<file path="src/hdl/flow_keyword_app_classifier_core_assert.svh">
// assertion macros for the keyword classifier
`ifndef FLOW_KEYWORD_APP_CLASSIFIER_CORE_ASSERT_SVH
`define FLOW_KEYWORD_APP_CLASSIFIER_CORE_ASSERT_SVH

`ifndef SYNTHESIS
// checked only out of reset
`define FKAC_ASSERT(lbl, prop) \
  lbl: assert property (@(posedge clk) disable iff (!rst_n) prop) \
    else $error("%m: assertion failed");
// checked during reset too
`define FKAC_ASSERT_RST(lbl, prop) \
  lbl: assert property (@(posedge clk) prop) \
    else $error("%m: reset assertion failed");
`else
`define FKAC_ASSERT(lbl, prop)
`define FKAC_ASSERT_RST(lbl, prop)
`endif

`endif

</file>
<file path="src/hdl/fkac_pkg.sv">
// shared types, keyword table and helpers of the keyword classifier
`default_nettype none
package fkac_pkg;

  localparam int KW_COUNT    = 10;
  localparam int KW_MAX_LEN  = 10;
  localparam int WIN_DEPTH   = KW_MAX_LEN - 1;
  localparam int ROM_ENTRIES = 10;
  localparam int ROM_WIDTH   = 10;

  typedef logic [7:0]                  byte_t;
  typedef logic [KW_COUNT-1:0]         kw_vec_t;
  typedef logic [KW_COUNT-1:0][7:0]    exp_row_t;
  typedef logic [3:0]                  app_code_t;
  typedef logic [1:0]                  proto_t;
  typedef logic [15:0]                 port_t;

  localparam proto_t PROTO_WEB     = 2'd0;
  localparam proto_t PROTO_NAME    = 2'd1;
  localparam proto_t PROTO_SSH     = 2'd2;
  localparam proto_t PROTO_UNKNOWN = 2'd3;

  localparam port_t PORT_HTTPS = 16'd443;
  localparam port_t PORT_HTTP  = 16'd80;
  localparam port_t PORT_DNS   = 16'd53;
  localparam port_t PORT_SSH   = 16'd22;

  localparam app_code_t APP_NONE = 4'd0;

  // window cell controls
  typedef struct packed {
    logic shift;
    logic clr;
  } win_ctl_t;

  typedef struct packed {
    proto_t    protocol_class;
    app_code_t app_code;
  } res_t;

  // lower-case keyword text, zero padded
  localparam byte_t ROM_TEXT [ROM_ENTRIES][ROM_WIDTH] = '{
    '{8'h67, 8'h6f, 8'h6f, 8'h67, 8'h6c, 8'h65, 8'h00, 8'h00, 8'h00, 8'h00},
    '{8'h79, 8'h6f, 8'h75, 8'h74, 8'h75, 8'h62, 8'h65, 8'h00, 8'h00, 8'h00},
    '{8'h66, 8'h61, 8'h63, 8'h65, 8'h62, 8'h6f, 8'h6f, 8'h6b, 8'h00, 8'h00},
    '{8'h69, 8'h6e, 8'h73, 8'h74, 8'h61, 8'h67, 8'h72, 8'h61, 8'h6d, 8'h00},
    '{8'h74, 8'h77, 8'h69, 8'h74, 8'h74, 8'h65, 8'h72, 8'h00, 8'h00, 8'h00},
    '{8'h67, 8'h69, 8'h74, 8'h68, 8'h75, 8'h62, 8'h00, 8'h00, 8'h00, 8'h00},
    '{8'h63, 8'h6c, 8'h6f, 8'h75, 8'h64, 8'h66, 8'h6c, 8'h61, 8'h72, 8'h65},
    '{8'h61, 8'h6d, 8'h61, 8'h7a, 8'h6f, 8'h6e, 8'h00, 8'h00, 8'h00, 8'h00},
    '{8'h6e, 8'h65, 8'h74, 8'h66, 8'h6c, 8'h69, 8'h78, 8'h00, 8'h00, 8'h00},
    '{8'h64, 8'h69, 8'h73, 8'h63, 8'h6f, 8'h72, 8'h64, 8'h00, 8'h00, 8'h00}
  };

  localparam int ROM_LEN [ROM_ENTRIES] = '{6, 7, 8, 9, 7, 6, 10, 6, 7, 7};

  function automatic int kw_len(input int idx);
    int len;
    len = 0;
    if (idx >= 0 && idx < ROM_ENTRIES) begin
      len = ROM_LEN[idx];
    end
    return len;
  endfunction

  // keyword is in the table and fits the window
  function automatic logic kw_ok(input int idx);
    int len;
    len = kw_len(idx);
    return (idx < KW_COUNT) && (len > 0) && (len <= KW_MAX_LEN) && (len <= ROM_WIDTH);
  endfunction

  function automatic byte_t kw_char(input int idx, input int pos);
    byte_t c;
    c = 8'h00;
    if (idx >= 0 && idx < ROM_ENTRIES && pos >= 0 && pos < ROM_WIDTH) begin
      c = ROM_TEXT[idx][pos];
    end
    return c;
  endfunction

  // window cell slot holds the byte k = slot + 1 places back
  function automatic logic kw_care(input int idx, input int slot);
    return kw_ok(idx) && (slot + 1 < kw_len(idx));
  endfunction

  function automatic byte_t kw_slot_char(input int idx, input int slot);
    return kw_char(idx, kw_len(idx) - 2 - slot);
  endfunction

  function automatic byte_t fold_case(input byte_t b);
    byte_t r;
    r = b;
    if (b >= 8'h41 && b <= 8'h5a) begin
      r = b + 8'h20;
    end
    return r;
  endfunction

endpackage
`default_nettype wire

</file>
<file path="src/hdl/fkac_win_cell.sv">
// one window cell: holds a folded byte, hands it on, compares it per keyword
`default_nettype none
module fkac_win_cell import fkac_pkg::*; (
  input  wire logic     clk,
  input  wire logic     rst_n,
  input  wire win_ctl_t ctl,
  input  wire byte_t    din,
  input  wire exp_row_t exp_byte,
  input  wire kw_vec_t  care,
  output byte_t         dout,
  output kw_vec_t       hit
);

  byte_t byte_r;
  byte_t byte_nxt;

  always_comb begin
    byte_nxt = byte_r;
    if (ctl.clr) begin
      byte_nxt = 8'h00;
    end else if (ctl.shift) begin
      byte_nxt = din;
    end
  end

  always_ff @(posedge clk) begin
    if (!rst_n) begin
      byte_r <= 8'h00;
    end else begin
      byte_r <= byte_nxt;
    end
  end

  always_comb begin
    for (int i = 0; i < KW_COUNT; i++) begin
      hit[i] = !care[i] || (byte_r == exp_byte[i]);
    end
  end

  assign dout = byte_r;

endmodule
`default_nettype wire

</file>
<file path="src/hdl/fkac_out_buf.sv">
// two-entry result buffer between the matcher and the output port
`default_nettype none
module fkac_out_buf import fkac_pkg::*; (
  input  wire logic clk,
  input  wire logic rst_n,
  input  wire logic push,
  input  wire res_t push_res,
  input  wire logic pop,
  output logic      full,
  output logic      valid,
  output res_t      head
);

  res_t       ent_r [2];
  logic       wr_ptr_r;
  logic       wr_ptr_nxt;
  logic       rd_ptr_r;
  logic       rd_ptr_nxt;
  logic [1:0] cnt_r;
  logic [1:0] cnt_nxt;
  logic       do_pop;

  assign do_pop = pop && (cnt_r != 2'd0);

  always_comb begin
    wr_ptr_nxt = push ? !wr_ptr_r : wr_ptr_r;
    rd_ptr_nxt = do_pop ? !rd_ptr_r : rd_ptr_r;
    cnt_nxt    = cnt_r + {1'b0, push} - {1'b0, do_pop};
  end

  always_ff @(posedge clk) begin
    if (!rst_n) begin
      wr_ptr_r <= 1'b0;
      rd_ptr_r <= 1'b0;
      cnt_r    <= 2'd0;
    end else begin
      wr_ptr_r <= wr_ptr_nxt;
      rd_ptr_r <= rd_ptr_nxt;
      cnt_r    <= cnt_nxt;
    end
  end

  always_ff @(posedge clk) begin
    if (push) begin
      ent_r[wr_ptr_r] <= push_res;
    end
  end

  assign full  = (cnt_r == 2'd2);
  assign valid = (cnt_r != 2'd0);
  assign head  = ent_r[rd_ptr_r];

endmodule
`default_nettype wire

</file>
<file path="src/hdl/flow_keyword_app_classifier_core.sv">
// top level of the keyword application classifier
`default_nettype none
`include "flow_keyword_app_classifier_core_assert.svh"
// Takes a domain name one byte per word and reports, on the word with tlast,
// the lowest-numbered table keyword found anywhere in the name (letters A-Z
// compared without regard to case) and a protocol class: web if any byte was
// present, else from the ports sampled on that word. While in_tready is high a
// word is taken every cycle: the current byte and a chain of window cells are
// compared against all keywords at once, so the rate is one word per clock,
// and the result is written into a two-entry result buffer on its final word,
// which lets input run on while a result waits; in_tready drops only when both
// entries are held. After each final word the window and the found flags start from clear.
module flow_keyword_app_classifier_core import fkac_pkg::*; (
  input  wire logic        clk,
  input  wire logic        rst_n,
  input  wire logic        in_tvalid,
  output logic             in_tready,
  // [7:0] domain_byte, [23:8] source_port, [39:24] dest_port
  input  wire logic [39:0] in_tdata,
  // end_of_domain
  input  wire logic        in_tlast,
  // [0] byte_present
  input  wire logic [0:0]  in_tuser,
  output logic             out_tvalid,
  input  wire logic        out_tready,
  // [3:0] app_code, [5:4] protocol_class, [7:6] zero
  output logic [7:0]       out_tdata
);

  logic     in_fire;
  logic     present;
  byte_t    cur;
  port_t    sport;
  port_t    dport;
  win_ctl_t win_ctl;

  byte_t    chain    [WIN_DEPTH+1];
  kw_vec_t  cell_hit [WIN_DEPTH];
  exp_row_t cell_exp [WIN_DEPTH];
  kw_vec_t  cell_care[WIN_DEPTH];

  kw_vec_t  hit_vec;
  kw_vec_t  seen_upd;
  kw_vec_t  seen_r;
  kw_vec_t  seen_nxt;
  logic     any_r;
  logic     any_nxt;
  logic     any_upd;
  res_t     res;
  res_t     head;
  logic     buf_full;

  assign in_fire = in_tvalid && in_tready;
  assign present = in_tuser[0];
  assign cur     = fold_case(in_tdata[7:0]);
  assign sport   = in_tdata[23:8];
  assign dport   = in_tdata[39:24];

  assign win_ctl.shift = in_fire && present;
  assign win_ctl.clr   = in_fire && in_tlast;

  assign chain[0] = cur;

  for (genvar gk = 0; gk < WIN_DEPTH; gk++) begin : g_cell
    for (genvar gi = 0; gi < KW_COUNT; gi++) begin : g_kw
      assign cell_exp[gk][gi]  = kw_slot_char(gi, gk);
      assign cell_care[gk][gi] = kw_care(gi, gk);
    end

    fkac_win_cell u_cell (
      .clk      (clk),
      .rst_n    (rst_n),
      .ctl      (win_ctl),
      .din      (chain[gk]),
      .exp_byte (cell_exp[gk]),
      .care     (cell_care[gk]),
      .dout     (chain[gk+1]),
      .hit      (cell_hit[gk])
    );
  end

  // a keyword ends at the current byte when its last char and every cell agree
  always_comb begin
    for (int i = 0; i < KW_COUNT; i++) begin
      hit_vec[i] = kw_ok(i) && (cur == kw_char(i, kw_len(i) - 1));
      for (int k = 0; k < WIN_DEPTH; k++) begin
        hit_vec[i] = hit_vec[i] && cell_hit[k][i];
      end
    end
  end

  assign seen_upd = present ? (seen_r | hit_vec) : seen_r;
  assign any_upd  = any_r || present;

  always_comb begin
    seen_nxt = seen_r;
    any_nxt  = any_r;
    if (in_fire) begin
      if (in_tlast) begin
        seen_nxt = '0;
        any_nxt  = 1'b0;
      end else begin
        seen_nxt = seen_upd;
        any_nxt  = any_upd;
      end
    end
  end

  always_ff @(posedge clk) begin
    if (!rst_n) begin
      seen_r <= '0;
      any_r  <= 1'b0;
    end else begin
      seen_r <= seen_nxt;
      any_r  <= any_nxt;
    end
  end

  // lowest set flag wins
  always_comb begin
    res.app_code = APP_NONE;
    for (int i = KW_COUNT - 1; i >= 0; i--) begin
      if (seen_upd[i]) begin
        res.app_code = app_code_t'(i + 1);
      end
    end
    if (dport == PORT_HTTPS || dport == PORT_HTTP || any_upd) begin
      res.protocol_class = PROTO_WEB;
    end else if (dport == PORT_DNS || sport == PORT_DNS) begin
      res.protocol_class = PROTO_NAME;
    end else if (dport == PORT_SSH || sport == PORT_SSH) begin
      res.protocol_class = PROTO_SSH;
    end else begin
      res.protocol_class = PROTO_UNKNOWN;
    end
  end

  fkac_out_buf u_out_buf (
    .clk      (clk),
    .rst_n    (rst_n),
    .push     (in_fire && in_tlast),
    .push_res (res),
    .pop      (out_tready),
    .full     (buf_full),
    .valid    (out_tvalid),
    .head     (head)
  );

  assign in_tready = !buf_full;
  assign out_tdata = {2'b00, head.protocol_class, head.app_code};

  `FKAC_ASSERT(a_last_gives_result, in_fire && in_tlast |=> out_tvalid)
  `FKAC_ASSERT(a_last_clears_state, in_fire && in_tlast |=> (seen_r == '0) && !any_r)
  `FKAC_ASSERT(a_no_spurious_result, !out_tvalid && !(in_fire && in_tlast) |=> !out_tvalid)
  `FKAC_ASSERT_RST(a_reset_empties_buf, !rst_n |=> !out_tvalid)

endmodule
`default_nettype wire
</file>
<file path="config.mk">
export PLATFORM = sky130hd
export DESIGN_NAME = flow_keyword_app_classifier_core
export DESIGN_NICKNAME = d
export VERILOG_FILES = /design/src/hdl/fkac_pkg.sv /design/src/hdl/fkac_win_cell.sv /design/src/hdl/fkac_out_buf.sv /design/src/hdl/flow_keyword_app_classifier_core.sv
export VERILOG_INCLUDE_DIRS = /design/src /design/src/hdl
export SDC_FILE = /design/constraint.sdc
export NUM_CORES = 1
export LEC_CHECK = 0
export BUFFER_PORTS_ARGS = -buffer_cell sky130_fd_sc_hd__buf_2
export CAP_MARGIN = 15
export CORE_MARGIN = 1
export CORE_UTILIZATION = 50
export DETAILED_ROUTE_END_ITERATION = 7
export GPL_TIMING_DRIVEN = 0
export PLACE_DENSITY = 0.73
export RECOVER_POWER = 100
export SYNTH_ARGS = -nofsm -noshare
export SYNTH_HDL_FRONTEND = slang
export SYNTH_SLANG_ARGS = --single-unit
</file>
<file path="constraint.sdc">
create_clock -name clk -period 2.59 [get_ports clk]
set_input_delay 0.1295 -clock clk [delete_from_list [all_inputs] [get_ports clk]]
set_output_delay 0.1295 -clock clk [all_outputs]
set_load 0.005 [all_outputs]
</file>
==> out/metrics.yaml <==
grt_max_degree: 18
internal-power_mw: 2.31
synth_top_area_frac: 0.372
coreArea_sq_mm: 0.00920
rows: 35
syn_area_sq_mm: 0.00474
htree_levels: 3
dp_cells: 741
drt-initial-drc-count: 352
ys.flop_type: "dfxtp_1"
status: "completed"
worst_clock_skew_ns: 0.0176
synth_top_cells_by_area: "dfxtp_1 37%, nand2_1 13%, a21oi_1 7.8%, edfxtp_1 7.6%, clkbuf_1 2.1%"
root_buffer: "clkbuf_8"
p_sw_frac: 0.284
path_clk_slew_ns: 0.11
overflow: 0
crit_fanout: 7
drt_pass1_iterations: 5
ant_nets: 0
power_density_mw_per_mm2: 599
syn-instance-count: 576
synth_edf_count: 12
p_total_mw: 3.23
clk_latency_ns: 0.38
hold_path_class: "in -> reg"
fin_crit_sh: 0.945
fin_setup_tns_ns: 0
clkPwrFrac: 0.335
io_buffers: 53
syn_avg_cell_area_sq_um: 8.22
antenna_found_initial: 0
final_cells: 756
finalHoldViolCount: 0
final-max-slew-violation-count: 0
clockBufferDepth: 2
cts_buffers: 9
drt-total-wl_microns: 14000
endpoint_kind: "flip-flop"
setup_violations: 0
vias: 4550
leakagePower_nw: 1.77
yosysSeqAreaShare: 0.448
worstSetupPathType: "reg -> reg"
grt_pass1_vias: 4302
die_area_sq_mm: 0.00986
layout-drive-gt1-share: 0.147
drc: 0
power_frac_comb: 0.152
pin_count: 56
fmax_mhz: 409
initial_core_util: 0.515
dp_hpwl_microns: 10600
p_seq_frac: 0.513
ir_worst_vdd_uv: 355
gp_congestion: 0.953
final_nets: 689
grt_pass1_wl_microns: 22300
worstMarginPinSlew_ns: 0.734
ys_types: 55
hold_buffers: 0
antenna_cells: 0
die_w_microns: 99.3
yosysTopAreaCell: "dfxtp_1"
worstPathRequired_ns: 2.71
vias_per_cell: 6.02
startpoint_type: "flip-flop"
synth_warnings: 0
rsz0062_at_grt: "no"
holdWs_ns: 0.00932
cts_tree: "yes"
critical_path_arrival_ns: 2.57
die_height_microns: 99.3
cts.sinks: 100
synthArstFlopShare: 0
area_growth_pct: 13.9
period_minus_slack_ns: 2.45
slew_headroom: 0.510
wire_per_inst_microns: 18.5
cap_viol_max_count: 0
synth_seq_cells: 100
track_usage: 0.296
p_sw_uw: 920
==> cells in the mapped netlist, drive strengths merged (4+ instances only) <==
library cell	instances
nor2	27
mux2	6
a31oi	9
edfxtp	12
and4bb	6
and3	7
a21oi	75
nor4	15
nor4b	8
and2	5
nor3	20
clkbuf	27
nand4	16
dfxtp	88
nor2b	14
nand4b	4
nand3	11
nor4bb	9
nor3b	4
nand3b	5
o21ai	4
and4b	5
nand2	158
==> metrics by stage <==
step                 util  cell area (sq um)  worst slack (ns)
global route        0.586               5390            0.0186
CTS                 0.584               5370           0.00428
detailed placement  0.559               5140           0.00673
floorplan               -               4740             0.498
global placement    0.559               5140           -0.0167
finish              0.586               5390             0.143
==> cell families after synthesis <==
group / synth area share
buffers and inverters: 0.0269
adders and majority gates: 0.00793
xor gates and xnor gates: 0.00555
muxes: 0.0143
other: 0.000792
and+or+nand+nor: 0.374
DFF: 0.448
AOI/OAI and AO/OA: 0.123
==> flip-flops by register name, summed over array words and instances, names as in the netlist, named ones only <==
signal / flops
u_out_buf.rd_ptr_r: 1
any_r: 1
g_cell.u_cell.dout: 72
u_out_buf.cnt_r: 2
seen_r: 10
u_out_buf.wr_ptr_r: 1
u_out_buf.ent_r: 12
==> power by group through the flow <==
stage	Sequential (mW)	Combinational [mW]	Clock, mW
floorplan	1.67	0.324	0
global placement	1.69	0.481	0
detailed placement	1.69	0.496	0
CTS	1.65	0.498	1.09
global route	1.66	0.548	1.15
finish	1.66	0.493	1.08
==> repair_timing <==
action,CTS,global route
buffers inserted,0,0
endpoints found under the setup margin,2,4
gates resized for setup,1,7
==> layer usage <==
layer,global-route usage,wire (microns)
met5,0,0
met1,0.357,5870
met4,0.160,748
met2,0.499,6620
met3,0.0576,719
==> worst paths after layout <==
path | start | to | slack [ns] | cells past startpoint
worst max-delay path | g_cell[0].u_cell.dout[1]$_SDFFE_PP0P_ | u_out_buf.ent_r[1][0]$_DFFE_PP_ | 0.14 | 6
worst min-delay path | rst_n | u_out_buf.wr_ptr_r$_SDFFE_PN0P_ | 0.009 | 2
worst max register to register | g_cell[0].u_cell.dout[1]$_SDFFE_PP0P_ | u_out_buf.ent_r[1][0]$_DFFE_PP_ | 0.14 | 6
worst min register to register | g_cell[8].u_cell.dout[0]$_SDFFE_PP0P_ | g_cell[8].u_cell.dout[0]$_SDFFE_PP0P_ | 0.46 | 2
==> final cells by class <==
cell class                 count  area, sq um
tap                          111          139
clock inverter                 5         65.1
clock buffer                  11          151
sequential                   100         2120
timing repair buffer          53          264
buffer                        28          113
inverter                       3         11.3
fill                         859         3800
multi-input combinational    445         2530
==> cells in the final DEF (no fill, tap or decap), types with 4 or more instances in the layout <==
| master | instances |
|---|---|
| nor4_1 | 12 |
| nand4_1 | 16 |
| nor3b_1 | 4 |
| nor3_1 | 19 |
| a31oi_1 | 8 |
| buf_2 | 51 |
| clkbuf_1 | 27 |
| edfxtp_1 | 12 |
| dfxtp_1 | 88 |
| nand2_1 | 158 |
| mux2_2 | 6 |
| clkbuf_8 | 11 |
| nor2_1 | 26 |
| nor2b_1 | 13 |
| nand3b_1 | 5 |
| and3_1 | 7 |
| nand3_1 | 11 |
| and4b_1 | 5 |
| nor4bb_1 | 7 |
| nand4b_1 | 4 |
| nor4b_1 | 5 |
| a21oi_1 | 75 |
==> worst max-delay path, cell delays in order, from the launching register on <==
cell and delay (ns):
dfxtp_1 0.53, nor4b_2 0.33, nand3_1 0.14, nor4_1 0.36
a31oi_1 0.23, and4_1 0.25, or3b_1 0.35
No activity file was read; power rests on OpenSTA's default activity.
